File: src/design/nss_pkg.sv
// Package with shared constants, types and request codes of the substring search core.
package nss_pkg;

    localparam int MAX_LEN = 256;
    localparam int ADDR_W  = $clog2(MAX_LEN);
    localparam int POS_W   = 9;
    localparam int BYTE_W  = 8;

    localparam logic [POS_W-1:0] MAX_LEN_POS = POS_W'(MAX_LEN);

    localparam logic [1:0] REQ_WRITE_TEXT    = 2'd0;
    localparam logic [1:0] REQ_WRITE_PATTERN = 2'd1;
    localparam logic [1:0] REQ_SEARCH        = 2'd2;

    typedef struct packed {
        logic [1:0]        req_type;
        logic [7:0]        write_index;
        logic [7:0]        data_byte;
        logic [POS_W-1:0]  start_pos;
        logic [POS_W-1:0]  text_length;
        logic [POS_W-1:0]  pattern_length;
    } t_in_item;

    typedef struct packed {
        logic              found;
        logic [POS_W-1:0]  match_pos;
    } t_out_item;

    typedef struct packed {
        logic              we_text;
        logic              we_pattern;
        logic [ADDR_W-1:0] waddr;
        logic [BYTE_W-1:0] wdata;
        logic [ADDR_W-1:0] raddr_text;
        logic [ADDR_W-1:0] raddr_pattern;
    } t_mem_req;

    typedef enum logic [1:0] {
        ST_IDLE,
        ST_CMP,
        ST_WAIT
    } t_state;

endpackage

File: src/design/nss_ram.sv
// Generic single-write, single-read synchronous RAM with registered read data.
module nss_ram #(
    parameter int WIDTH  = 8,
    parameter int DEPTH  = 256,
    parameter int ADDR_W = $clog2(DEPTH)
) (
    input  logic              i_clk,
    input  logic              i_we,
    input  logic [ADDR_W-1:0] i_waddr,
    input  logic [WIDTH-1:0]  i_wdata,
    input  logic [ADDR_W-1:0] i_raddr,
    output logic [WIDTH-1:0]  o_rdata
);

    logic [WIDTH-1:0] r_mem [DEPTH];
    logic [WIDTH-1:0] r_rdata;

    always_ff @(posedge i_clk) begin
        if (i_we) begin
            r_mem[i_waddr] <= i_wdata;
        end
    end

    always_ff @(posedge i_clk) begin
        r_rdata <= r_mem[i_raddr];
    end

    assign o_rdata = r_rdata;

endmodule

File: src/design/nss_ctrl.sv
// Request decoder, comparison walk sequencer and output register of the search core.
module nss_ctrl (
    input  logic                          i_clk,
    input  logic                          i_rst_n,
    input  logic                          i_in_valid,
    output logic                          o_in_ready,
    input  nss_pkg::t_in_item             i_in_data,
    output logic                          o_out_valid,
    input  logic                          i_out_ready,
    output nss_pkg::t_out_item            o_out_data,
    output nss_pkg::t_mem_req             o_mem_req,
    input  logic [nss_pkg::BYTE_W-1:0]    i_text_byte,
    input  logic [nss_pkg::BYTE_W-1:0]    i_pattern_byte
);

    nss_pkg::t_state                r_state, n_state;
    logic [nss_pkg::POS_W-1:0]      r_i, n_i;
    logic [nss_pkg::POS_W-1:0]      r_j, n_j;
    logic [nss_pkg::POS_W-1:0]      r_tlen, n_tlen;
    logic [nss_pkg::POS_W-1:0]      r_plen, n_plen;
    logic                           r_out_valid, n_out_valid;
    nss_pkg::t_out_item             r_out, n_out;

    logic [nss_pkg::POS_W-1:0]      sat_tlen;
    logic [nss_pkg::POS_W-1:0]      sat_plen;
    logic [nss_pkg::POS_W-1:0]      start_adj;
    logic [nss_pkg::POS_W-1:0]      step_i;
    logic [nss_pkg::POS_W-1:0]      step_j;
    logic                           wr_in_range;

    always_ff @(posedge i_clk) begin
        if (!i_rst_n) begin
            r_state     <= nss_pkg::ST_IDLE;
            r_out_valid <= 1'b0;
        end else begin
            r_state     <= n_state;
            r_out_valid <= n_out_valid;
        end
    end

    always_ff @(posedge i_clk) begin
        r_i    <= n_i;
        r_j    <= n_j;
        r_tlen <= n_tlen;
        r_plen <= n_plen;
        r_out  <= n_out;
    end

    always_comb begin
        sat_tlen = (i_in_data.text_length > nss_pkg::MAX_LEN_POS) ?
                   nss_pkg::MAX_LEN_POS : i_in_data.text_length;
        sat_plen = (i_in_data.pattern_length > nss_pkg::MAX_LEN_POS) ?
                   nss_pkg::MAX_LEN_POS : i_in_data.pattern_length;
        start_adj = (i_in_data.start_pos == '0) ?
                    nss_pkg::POS_W'(1) : i_in_data.start_pos;
        wr_in_range = nss_pkg::POS_W'(i_in_data.write_index) < nss_pkg::MAX_LEN_POS;

        if (i_text_byte == i_pattern_byte) begin
            step_i = r_i + nss_pkg::POS_W'(1);
            step_j = r_j + nss_pkg::POS_W'(1);
        end else begin
            step_i = r_i - r_j + nss_pkg::POS_W'(2);
            step_j = nss_pkg::POS_W'(1);
        end

        n_state     = r_state;
        n_i         = r_i;
        n_j         = r_j;
        n_tlen      = r_tlen;
        n_plen      = r_plen;
        n_out       = r_out;
        n_out_valid = r_out_valid && !i_out_ready;

        o_in_ready = (r_state == nss_pkg::ST_IDLE);

        o_mem_req.we_text       = 1'b0;
        o_mem_req.we_pattern    = 1'b0;
        o_mem_req.waddr         = i_in_data.write_index[nss_pkg::ADDR_W-1:0];
        o_mem_req.wdata         = i_in_data.data_byte;
        o_mem_req.raddr_text    = '0;
        o_mem_req.raddr_pattern = '0;

        unique case (r_state)
            nss_pkg::ST_IDLE: begin
                if (i_in_valid) begin
                    unique case (i_in_data.req_type)
                        nss_pkg::REQ_WRITE_TEXT: begin
                            o_mem_req.we_text = wr_in_range;
                        end
                        nss_pkg::REQ_WRITE_PATTERN: begin
                            o_mem_req.we_pattern = wr_in_range;
                        end
                        nss_pkg::REQ_SEARCH: begin
                            n_tlen = sat_tlen;
                            n_plen = sat_plen;
                            n_i    = start_adj;
                            n_j    = nss_pkg::POS_W'(1);
                            o_mem_req.raddr_text =
                                nss_pkg::ADDR_W'(start_adj - nss_pkg::POS_W'(1));
                            if ((start_adj <= sat_tlen) && (sat_plen != '0)) begin
                                n_state = nss_pkg::ST_CMP;
                            end else begin
                                n_state = nss_pkg::ST_WAIT;
                            end
                        end
                        default: begin
                        end
                    endcase
                end
            end
            nss_pkg::ST_CMP: begin
                n_i = step_i;
                n_j = step_j;
                o_mem_req.raddr_text    = nss_pkg::ADDR_W'(step_i - nss_pkg::POS_W'(1));
                o_mem_req.raddr_pattern = nss_pkg::ADDR_W'(step_j - nss_pkg::POS_W'(1));
                if (!((step_i <= r_tlen) && (step_j <= r_plen))) begin
                    n_state = nss_pkg::ST_WAIT;
                end
            end
            nss_pkg::ST_WAIT: begin
                if (!r_out_valid || i_out_ready) begin
                    n_out_valid = 1'b1;
                    n_out.found = (r_j > r_plen);
                    n_out.match_pos = (r_j > r_plen) ? (r_i - r_plen) : '0;
                    n_state = nss_pkg::ST_IDLE;
                end
            end
            default: begin
                n_state = nss_pkg::ST_IDLE;
            end
        endcase
    end

    assign o_out_valid = r_out_valid;
    assign o_out_data  = r_out;

    a_walk_in_bounds: assert property (@(posedge i_clk) disable iff (!i_rst_n)
        (r_state == nss_pkg::ST_CMP) |-> (r_i <= r_tlen) && (r_j <= r_plen))
        else $error("Comparison walk left the text or pattern bounds.");

    a_pattern_behind_text: assert property (@(posedge i_clk) disable iff (!i_rst_n)
        (r_state == nss_pkg::ST_CMP) |-> (r_j <= r_i) && (r_j != '0))
        else $error("Pattern index ran ahead of the text index.");

    a_found_has_position: assert property (@(posedge i_clk) disable iff (!i_rst_n)
        (o_out_valid && o_out_data.found) |-> (o_out_data.match_pos != '0))
        else $error("Match reported at position zero.");

    a_no_write_while_busy: assert property (@(posedge i_clk) disable iff (!i_rst_n)
        (r_state != nss_pkg::ST_IDLE) |-> !(o_mem_req.we_text || o_mem_req.we_pattern))
        else $error("Store written during a search.");

    a_result_delivered: assert property (@(posedge i_clk) disable iff (!i_rst_n)
        ((r_state == nss_pkg::ST_WAIT) && (!r_out_valid || i_out_ready))
        |=> (o_out_valid && (r_state == nss_pkg::ST_IDLE)))
        else $error("Finished search did not reach the output register.");

endmodule

File: src/design/naive_substring_search_core.sv
// Top level of the brute-force substring search core: two byte stores and the sequencer.
//
// Input channel (i_in_valid / o_in_ready / i_in_data) carries three kinds of
// transaction: a text byte write, a pattern byte write and a search request.
// Output channel (o_out_valid / i_out_ready / o_out_data) carries one result
// transaction per search request: found flag and 1-based match position.
// Byte writes produce no result, so stores can be loaded at one transaction
// per cycle while no search runs.
// A search walks the stores one comparison per cycle, since both stores are
// synchronous RAMs read once per cycle at the addresses of the next compare.
// The input is not ready while a search runs; the result lands in an output
// register, so the next transaction is accepted while the result waits.
// If the receiver stalls and a second result finishes, the block holds it
// and stops taking input until the output register drains.
// Reset clears the sequencer and the output valid; store contents are kept
// and are undefined until written.
module naive_substring_search_core (
    input  logic                  i_clk,
    input  logic                  i_rst_n,
    input  logic                  i_in_valid,
    output logic                  o_in_ready,
    input  nss_pkg::t_in_item     i_in_data,
    output logic                  o_out_valid,
    input  logic                  i_out_ready,
    output nss_pkg::t_out_item    o_out_data
);

    nss_pkg::t_mem_req              mem_req;
    logic [nss_pkg::BYTE_W-1:0]     text_byte;
    logic [nss_pkg::BYTE_W-1:0]     pattern_byte;

    nss_ram #(
        .WIDTH (nss_pkg::BYTE_W),
        .DEPTH (nss_pkg::MAX_LEN)
    ) u_text_ram (
        .i_clk   (i_clk),
        .i_we    (mem_req.we_text),
        .i_waddr (mem_req.waddr),
        .i_wdata (mem_req.wdata),
        .i_raddr (mem_req.raddr_text),
        .o_rdata (text_byte)
    );

    nss_ram #(
        .WIDTH (nss_pkg::BYTE_W),
        .DEPTH (nss_pkg::MAX_LEN)
    ) u_pattern_ram (
        .i_clk   (i_clk),
        .i_we    (mem_req.we_pattern),
        .i_waddr (mem_req.waddr),
        .i_wdata (mem_req.wdata),
        .i_raddr (mem_req.raddr_pattern),
        .o_rdata (pattern_byte)
    );

    nss_ctrl u_ctrl (
        .i_clk          (i_clk),
        .i_rst_n        (i_rst_n),
        .i_in_valid     (i_in_valid),
        .o_in_ready     (o_in_ready),
        .i_in_data      (i_in_data),
        .o_out_valid    (o_out_valid),
        .i_out_ready    (i_out_ready),
        .o_out_data     (o_out_data),
        .o_mem_req      (mem_req),
        .i_text_byte    (text_byte),
        .i_pattern_byte (pattern_byte)
    );

endmodule

File: config.mk
export PLATFORM = sky130hd
export DESIGN_NAME = naive_substring_search_core
export DESIGN_NICKNAME = d
export VERILOG_FILES = /design/src/design/nss_pkg.sv /design/src/design/nss_ram.sv /design/src/design/nss_ctrl.sv /design/src/design/naive_substring_search_core.sv
export SDC_FILE = /design/constraint.sdc
export NUM_CORES = 2
export LEC_CHECK = 0
export ABC_AREA = 1
export BUFFER_PORTS_ARGS = -buffer_cell sky130_fd_sc_hd__buf_2
export CORE_UTILIZATION = 57
export DETAILED_ROUTE_END_ITERATION = 10
export MAX_ROUTING_LAYER = met4
export PLACE_DENSITY_LB_ADDON = 0.12
export RECOVER_POWER = 100
export SLEW_MARGIN = 25
export SYNTH_ARGS = -nofsm -noshare
export SYNTH_HDL_FRONTEND = slang
export SYNTH_SLANG_ARGS = --single-unit
export TNS_END_PERCENT = 5
File: constraint.sdc
create_clock -name i_clk -period 3 [get_ports i_clk]
set_input_delay 0.6 -clock i_clk [delete_from_list [all_inputs] [get_ports i_clk]]
set_output_delay 0.6 -clock i_clk [all_outputs]
set_load 0.005 [all_outputs]
* Word level (Yosys, flattened, before mapping)
Memory sizes are Yosys's and may differ from the RTL's. A register that Yosys moved wholly into a read port is not among the register bits.
Index checks and enable logic that the tools add are counted.
** Word-level totals
- Flip-flop bits (word level) :: 49
- Memory bits (writable) :: 4096
- Output and inout bits :: 12
- Logic and storage cells :: 79
- Memories kept :: 2
** Operators by class
- $add $sub $neg :: 8
- Magnitude comparators :: 6
- Equal/unequal tests :: 9
- Muxes and demuxes :: 31
- Reduce and logical (&&, ||, !) cells :: 15
** Memories
- u_pattern_ram.r_mem :: words 256, bits a word 8, rd ports 1, clocked after Yosys merged registers in 1, write ports 1, line nss_ram.sv:15 : logic [WIDTH-1:0] r_mem [DEPTH];
- u_text_ram.r_mem :: words 256, bits a word 8, rd ports 1, clocked after Yosys merged registers in 1, write ports 1, line nss_ram.sv:15
** Operators by type and width (count)
- 2-to-1 mux 9 bit :: 9
- one-hot mux 9 bit (2 select lines) :: 2
- <= comparator 9 bit :: 3
- 2-to-1 mux 8 bit :: 3
- subtractor 8 x 1 -> 8 bit, second input constant :: 3
- adder 9 x 1 -> 9 bit, second input constant :: 2
- greater-than comparator 9 bit, second input constant :: 2
- subtractor 9 bit :: 2
- one-hot mux 8 bit (2 select lines) :: 1
- 2-to-1 mux 2 bit :: 7
- adder 9 x 2 -> 9 bit, second input constant :: 1
- greater-than comparator 9 bit :: 1
- zero test 9 bit :: 1
- nonzero test 9 bit :: 1
- equality test 8 bit :: 1
- 2-to-1 mux 1 bit :: 8
- one-hot mux 2 bit (3 select lines) :: 1
- AND reduction 3 bit :: 2
- equality test 2 x 1 -> 1 bit, second input constant :: 2
- equality test 2 bit, second input constant :: 2
- zero test 2 bit :: 2
- != test 2 x 1 -> 1 bit, second input constant :: 2
- != test 2 bit, second input constant :: 2
- AND reduction 4 bit :: 1
- other kinds (5) :: 8

* Longest topological paths before layout
- Depth after elaboration :: 8
- Mapped depth :: 25

* Modules after synthesis
A second synthesis with hierarchy kept.
** Unflattened totals
- Cells, all modules :: 14690
- Area, all modules :: 171817.3 µm²
** Modules (own cells, without submodules)
- nss_ram :: instances 2, cells an instance 7003, area each 83396.2 µm², sequential area each 61659.1 µm²
- nss_ctrl :: instances 1, cells an instance 684, area each 5024.8 µm², sequential area each 1441.4 µm²

* Worst setup path before layout
Ideal clock, no wire load.
- Path kind :: reg-to-reg
- Start :: register u_ctrl.r_i[1] (netlist bit)
- End :: register u_ctrl.r_state[1]
- Arrival time :: 3.111 ns
- Path slack :: -0.226 ns
- Stages on the path, launching flop included :: 20
- Period minus slack after synthesis :: 3.226 ns
- Path through :: edfxtp_1 -> inv_1 -> ha_1 -> inv_1 -> ha_1 -> fa_1 -> a31oi_1 -> nor2_1 -> o21ai_0 -> nand2_1 -> a21oi_1 -> o21ai_0 -> and2_1 -> ha_1 -> nand3_1 -> o32ai_1 -> nand3_1 -> nand2_1 -> nor2_1 -> o21a_1
** Between the ends
- Cells in the longest elaborated chain, start to end :: 7
- Elaborated cells between the ends (all ways) :: 8
** Ends and longest elaborated chain
- from (decl) :: line nss_ctrl.sv:17 : logic [nss_pkg::POS_W-1:0] r_i, n_i;
- from (signal assigned) :: line nss_ctrl.sv:42 : r_i <= n_i;
- subtractor 9 bit :: line nss_ctrl.sv:62 : step_i = r_i - r_j + nss_pkg::POS_W'(2);
- adder 9 x 2 -> 9 bit :: line nss_ctrl.sv:62
- 2-to-1 mux 9 bit (*) :: line nss_ctrl.sv:58 : if (i_text_byte == i_pattern_byte) begin
- <= comparator 9 bit (*) :: line nss_ctrl.sv:116 : if (!((step_i <= r_tlen) && (step_j <= r_plen))) begin
- logical AND 1 bit (*) :: line nss_ctrl.sv:116
- != test 2 bit (no source line) (*)
- AND reduction 4 bit (no source line) (*)
- to (signal assigned) :: line nss_ctrl.sv:33 : r_state <= nss_pkg::ST_IDLE;
- to (signal assigned) :: line nss_ctrl.sv:36 : r_state <= n_state;
- to (decl) :: line nss_ctrl.sv:16 : nss_pkg::t_state r_state, n_state;
Every way passes the cells marked *; elsewhere a longest branch is shown, timed or not.
A chain may end at the register's enable or synchronous reset.

* Worst setup path after layout
- Start :: register u_text_ram.r_rdata[0], in the netlist u_text_ram.o_rdata[0] (read register of u_text_ram.r_mem)
- End :: register u_text_ram.r_rdata[0], in the netlist u_text_ram.o_rdata[0] (read register of u_text_ram.r_mem)
** Between the ends
- Cells in the longest elaborated chain, start to end :: 4
** Ends and longest elaborated chain
- from (decl) :: line nss_ram.sv:16 : logic [WIDTH-1:0] r_rdata;
- equality test 8 bit :: line nss_ctrl.sv:58
- 2-to-1 mux 9 bit :: line nss_ctrl.sv:58
- subtractor 8 x 1 -> 8 bit :: line nss_ctrl.sv:114 : o_mem_req.raddr_text = nss_pkg::ADDR_W'(step_i - nss_pkg::POS_W'(1));
- one-hot mux 8 bit (2 select lines) :: line nss_ctrl.sv:83 : unique case (r_state)
Every way passes these cells.

==> out/qor.yml <==
final.period_utilization_pct: 122
yosysWarnings: 0
violations: "capacitance limit, slew limit, setup timing"
antenna_found_initial: 23
start_kind: "flip-flop"
worst_r2r_path_depth: 21
p_int_mw: 100
coreArea_sq_um: 312000
cp-end-kind: "flip-flop"
final_cell_area_sq_um: 212000
layout_commonest_cell: "edfxtp_1"
crit_type: "flip-flop to flip-flop"
grt_setup_unrepaired: "yes"
htree_num_levels: 5
syn_nets: 15100
skew_ns: 0.0323
fill_cells: 22200
initial_core_util_pct: 57.4
area_delta_synth_final_pct: 18.1
post-route-drc-count: 0
layout_common_cells: "edfxtp_1 (4142), nand3_1 (2588), nand2_1 (1958)"
postPlaceCellArea_sq_um: 196000
worstPathRequired_ns: 3.84
tightest_slew_ns: 2.88
path_max_fanout: 7
grt-ovfl-total: 0
timing.final.crit_period_ns: 3.66
cts_root_buf: "clkbuf_16"
grt_use_total_pct: 35.0
powerDensity_nw_per_um2: 634
switching_power_mw: 33.9
cts_tree: "built"
status: "finished with violations"
power_frac_seq_pct: 48.0
ff2ff_setup_slack_ns: -0.66
grt_pass1_vias: 121000
hp-start: "i_in_data[13]"
die_h_um: 563
p_leak_nw: 77.1
dieWidth_um: 563
synth.distinct_cells: 50
numCtsBuffers: 416
cts_sinks: 4161
clock_power_share_pct: 39.4
grt_max_degree: 96
crit_arrival_ns: 4.50
power_frac_comb_pct: 12.6
cts.path.max_buffers: 4
whs_ns: 0.0759
fmax_ghz: 0.274
hold_path_end: "u_ctrl.r_tlen[4]"
io_buffers: 60
synth_top_area_cell: "edfxtp_1"
die_area_sq_um: 317000
clk-insertion-delay-late_ns: 0.98
total_power_mw: 134
cap_violations: 11
clk_pin_slew_ns: 0.07
dr_total_vias: 127000
hpwl_um: 331000
finalSetupViolCount: 2401
yosysSeqAreaShare_pct: 69.5
vias_per_cell: 6.19
nets: 16100
reg2reg_from: "u_text_ram.o_rdata[0]"
rows: 205
setup_slack_ns: -0.655
detail-route-antenna-nets: 0
grt_pass1_wl_um: 798000
r2r_end: "u_text_ram.o_rdata[0]"
place_ws_ns: -1.63
synth_area_per_cell_sq_um: 12.0
netlist_top_cells_area: "edfxtp_1 (69%), nand3_1 (8.0%), o211ai_1 (4.6%)"
p_sw_share_pct: 25.2
wl_per_cell_um: 26.7
syn_inst: 14900
wirelength_um: 547000
drive_above_1_share_pct: 19.4
synth_area_sq_um: 179000
yosysTopAreaCellShare_pct: 69.3
ios: 61
slew_viol_final: 402
hold_path.class: "input pin to flip-flop"
multi_input_area_sq_um: 46500
finalHoldViolCount: 0
gp_congestion: 1.01
slew-limit-headroom_pct: -92.3
vdd_ir_drop_max_mv: 0.542
regArea_sq_um: 125000
synth-seq-cells: 4161
initialDrtViolationCount: 17800
dr.pass1.iters: 9
min_delay_path_depth: 4
area by class of cell:
class                           instances  share of cell area, %
Sequential cell                      4161                   58.9
Clock buffer                          508                   5.21
Clock inverter                        253                   1.29
Multi-Input combinational cell       8194                   22.0
Tap cell                             4140                   2.45
Timing Repair Buffer                 1733                   7.48
Timing Repair inverter                  6                 0.0384
Antenna cell                           21                 0.0248
Inverter                             1467                   2.64
synth_stat cells (all sizes together):
library cell / count
edfxtp: 4142
nand3: 2859
nand2: 1993
inv: 1466
o211ai: 1099
or2: 738
clkbuf: 646
nand3b: 600
nor3: 525
buf: 481
o21ai: 128
nor2: 98
ha: 64
a21oi: 31
dfxtp: 19
xor2: 11
nand4: 9
xnor2: 8
nor4: 4
o21bai: 4
a211oi: 3
and2: 3
o21a: 3
o31ai: 3
a31oi: 2
fa: 2
a21boi: 1
a21o: 1
a221oi: 1
clkinv: 1
o22ai: 1
o32ai: 1
o41ai: 1
or4: 1
what timing repair did:
action / 4_1_cts / 5_1_grt
resized for setup: 458 / 57
pin swaps: 68 / 18
hold buffers: 18 / 0
setup endpoints to repair: 18 / 19
gates cloned: 31 / 3
endpoints found under the hold margin: 18 / 0
setup buffers: 37 / 7
layer usage:
layer / track usage (%) / wire, um
met2: 52.0 / 248000
met4: 13.2 / 23200
met1: 48.4 / 215000
met5: - / 0
met3: 6.57 / 61100
flip-flops by register name (all words and copies together) (netlist names):
register               cells
u_pattern_ram.r_mem     2048
u_ctrl.r_i                 9
u_ctrl.o_out_valid         1
u_pattern_ram.o_rdata      8
u_ctrl.r_j                 9
u_ctrl.o_out_data         10
u_ctrl.r_state             2
u_ctrl.r_tlen              9
u_ctrl.r_plen              9
u_text_ram.r_mem        2048
u_text_ram.o_rdata         8
logic make-up after synthesis:
group                      synth area share (%)
and+or+nand+nor                            19.0
DFF                                        69.5
buffers and inverters                      5.77
AOI/OAI and AO/OA                          5.14
adders and majority gates                 0.469
xor gates and xnor gates                 0.0927
power by group through the flow:
stage | Sequential (mW) | Combinational (mW) | Clock [mW]
floorplan | 65.4 | 7.21 | 0
global placement | 65.6 | 14.7 | 0
detailed placement | 65.6 | 14.7 | 0
CTS | 64.4 | 16.5 | 53.3
global route | 64.4 | 17.7 | 55.4
finish | 64.5 | 17.0 | 52.9
worst max-delay path: stages, from the launching register on:
cell and delay [ns]:
dfxtp_4 0.46, nand2_1 0.08, nand2_1 0.08, nand2_2 0.13, nor2_4 0.14, buf_4 0.13
nand3_1 0.10, and2_4 0.19, ha_4 0.21, o22ai_4 0.21, buf_12 0.28, inv_16 0.11
buf_16 0.18, buf_4 0.15, nand3_1 0.10, nand3_1 0.21, nand3_1 0.14, nand3_1 0.13
nand3_2 0.12, nand3_4 0.11, nand3_4 0.15, nand2_2 0.07
worst max-delay path by stage:
stage                        startpoint                    end  slack (ns)  cells after the start
6_report          u_text_ram.o_rdata[0]  u_text_ram.o_rdata[0]       -0.66                     21
5_1_grt           u_text_ram.o_rdata[0]  u_text_ram.o_rdata[0]       -0.72                     21
4_1_cts        u_pattern_ram.o_rdata[3]  u_text_ram.o_rdata[5]       -0.54                     21
3_5_place_dp      u_text_ram.o_rdata[6]  u_text_ram.o_rdata[5]       -1.63                     20
3_3_place_gp      u_text_ram.o_rdata[6]  u_text_ram.o_rdata[5]       -1.60                     20
2_1_floorplan             u_ctrl.r_j[3]      u_ctrl.r_state[1]       -0.08                     21
stage by stage:
stage / utilization, % / instances / TNS, ns
2_1_floorplan: - / 14900 / -0.0791
3_3_place_gp: 62.6 / 19600 / -22.37
3_5_place_dp: 62.6 / 19600 / -22.16
6_report: 67.8 / 20500 / -211.87
4_1_cts: 68.2 / 20500 / -9.15
5_1_grt: 67.8 / 20500 / -284.82
No activity file was read; power rests on OpenSTA's default activity.
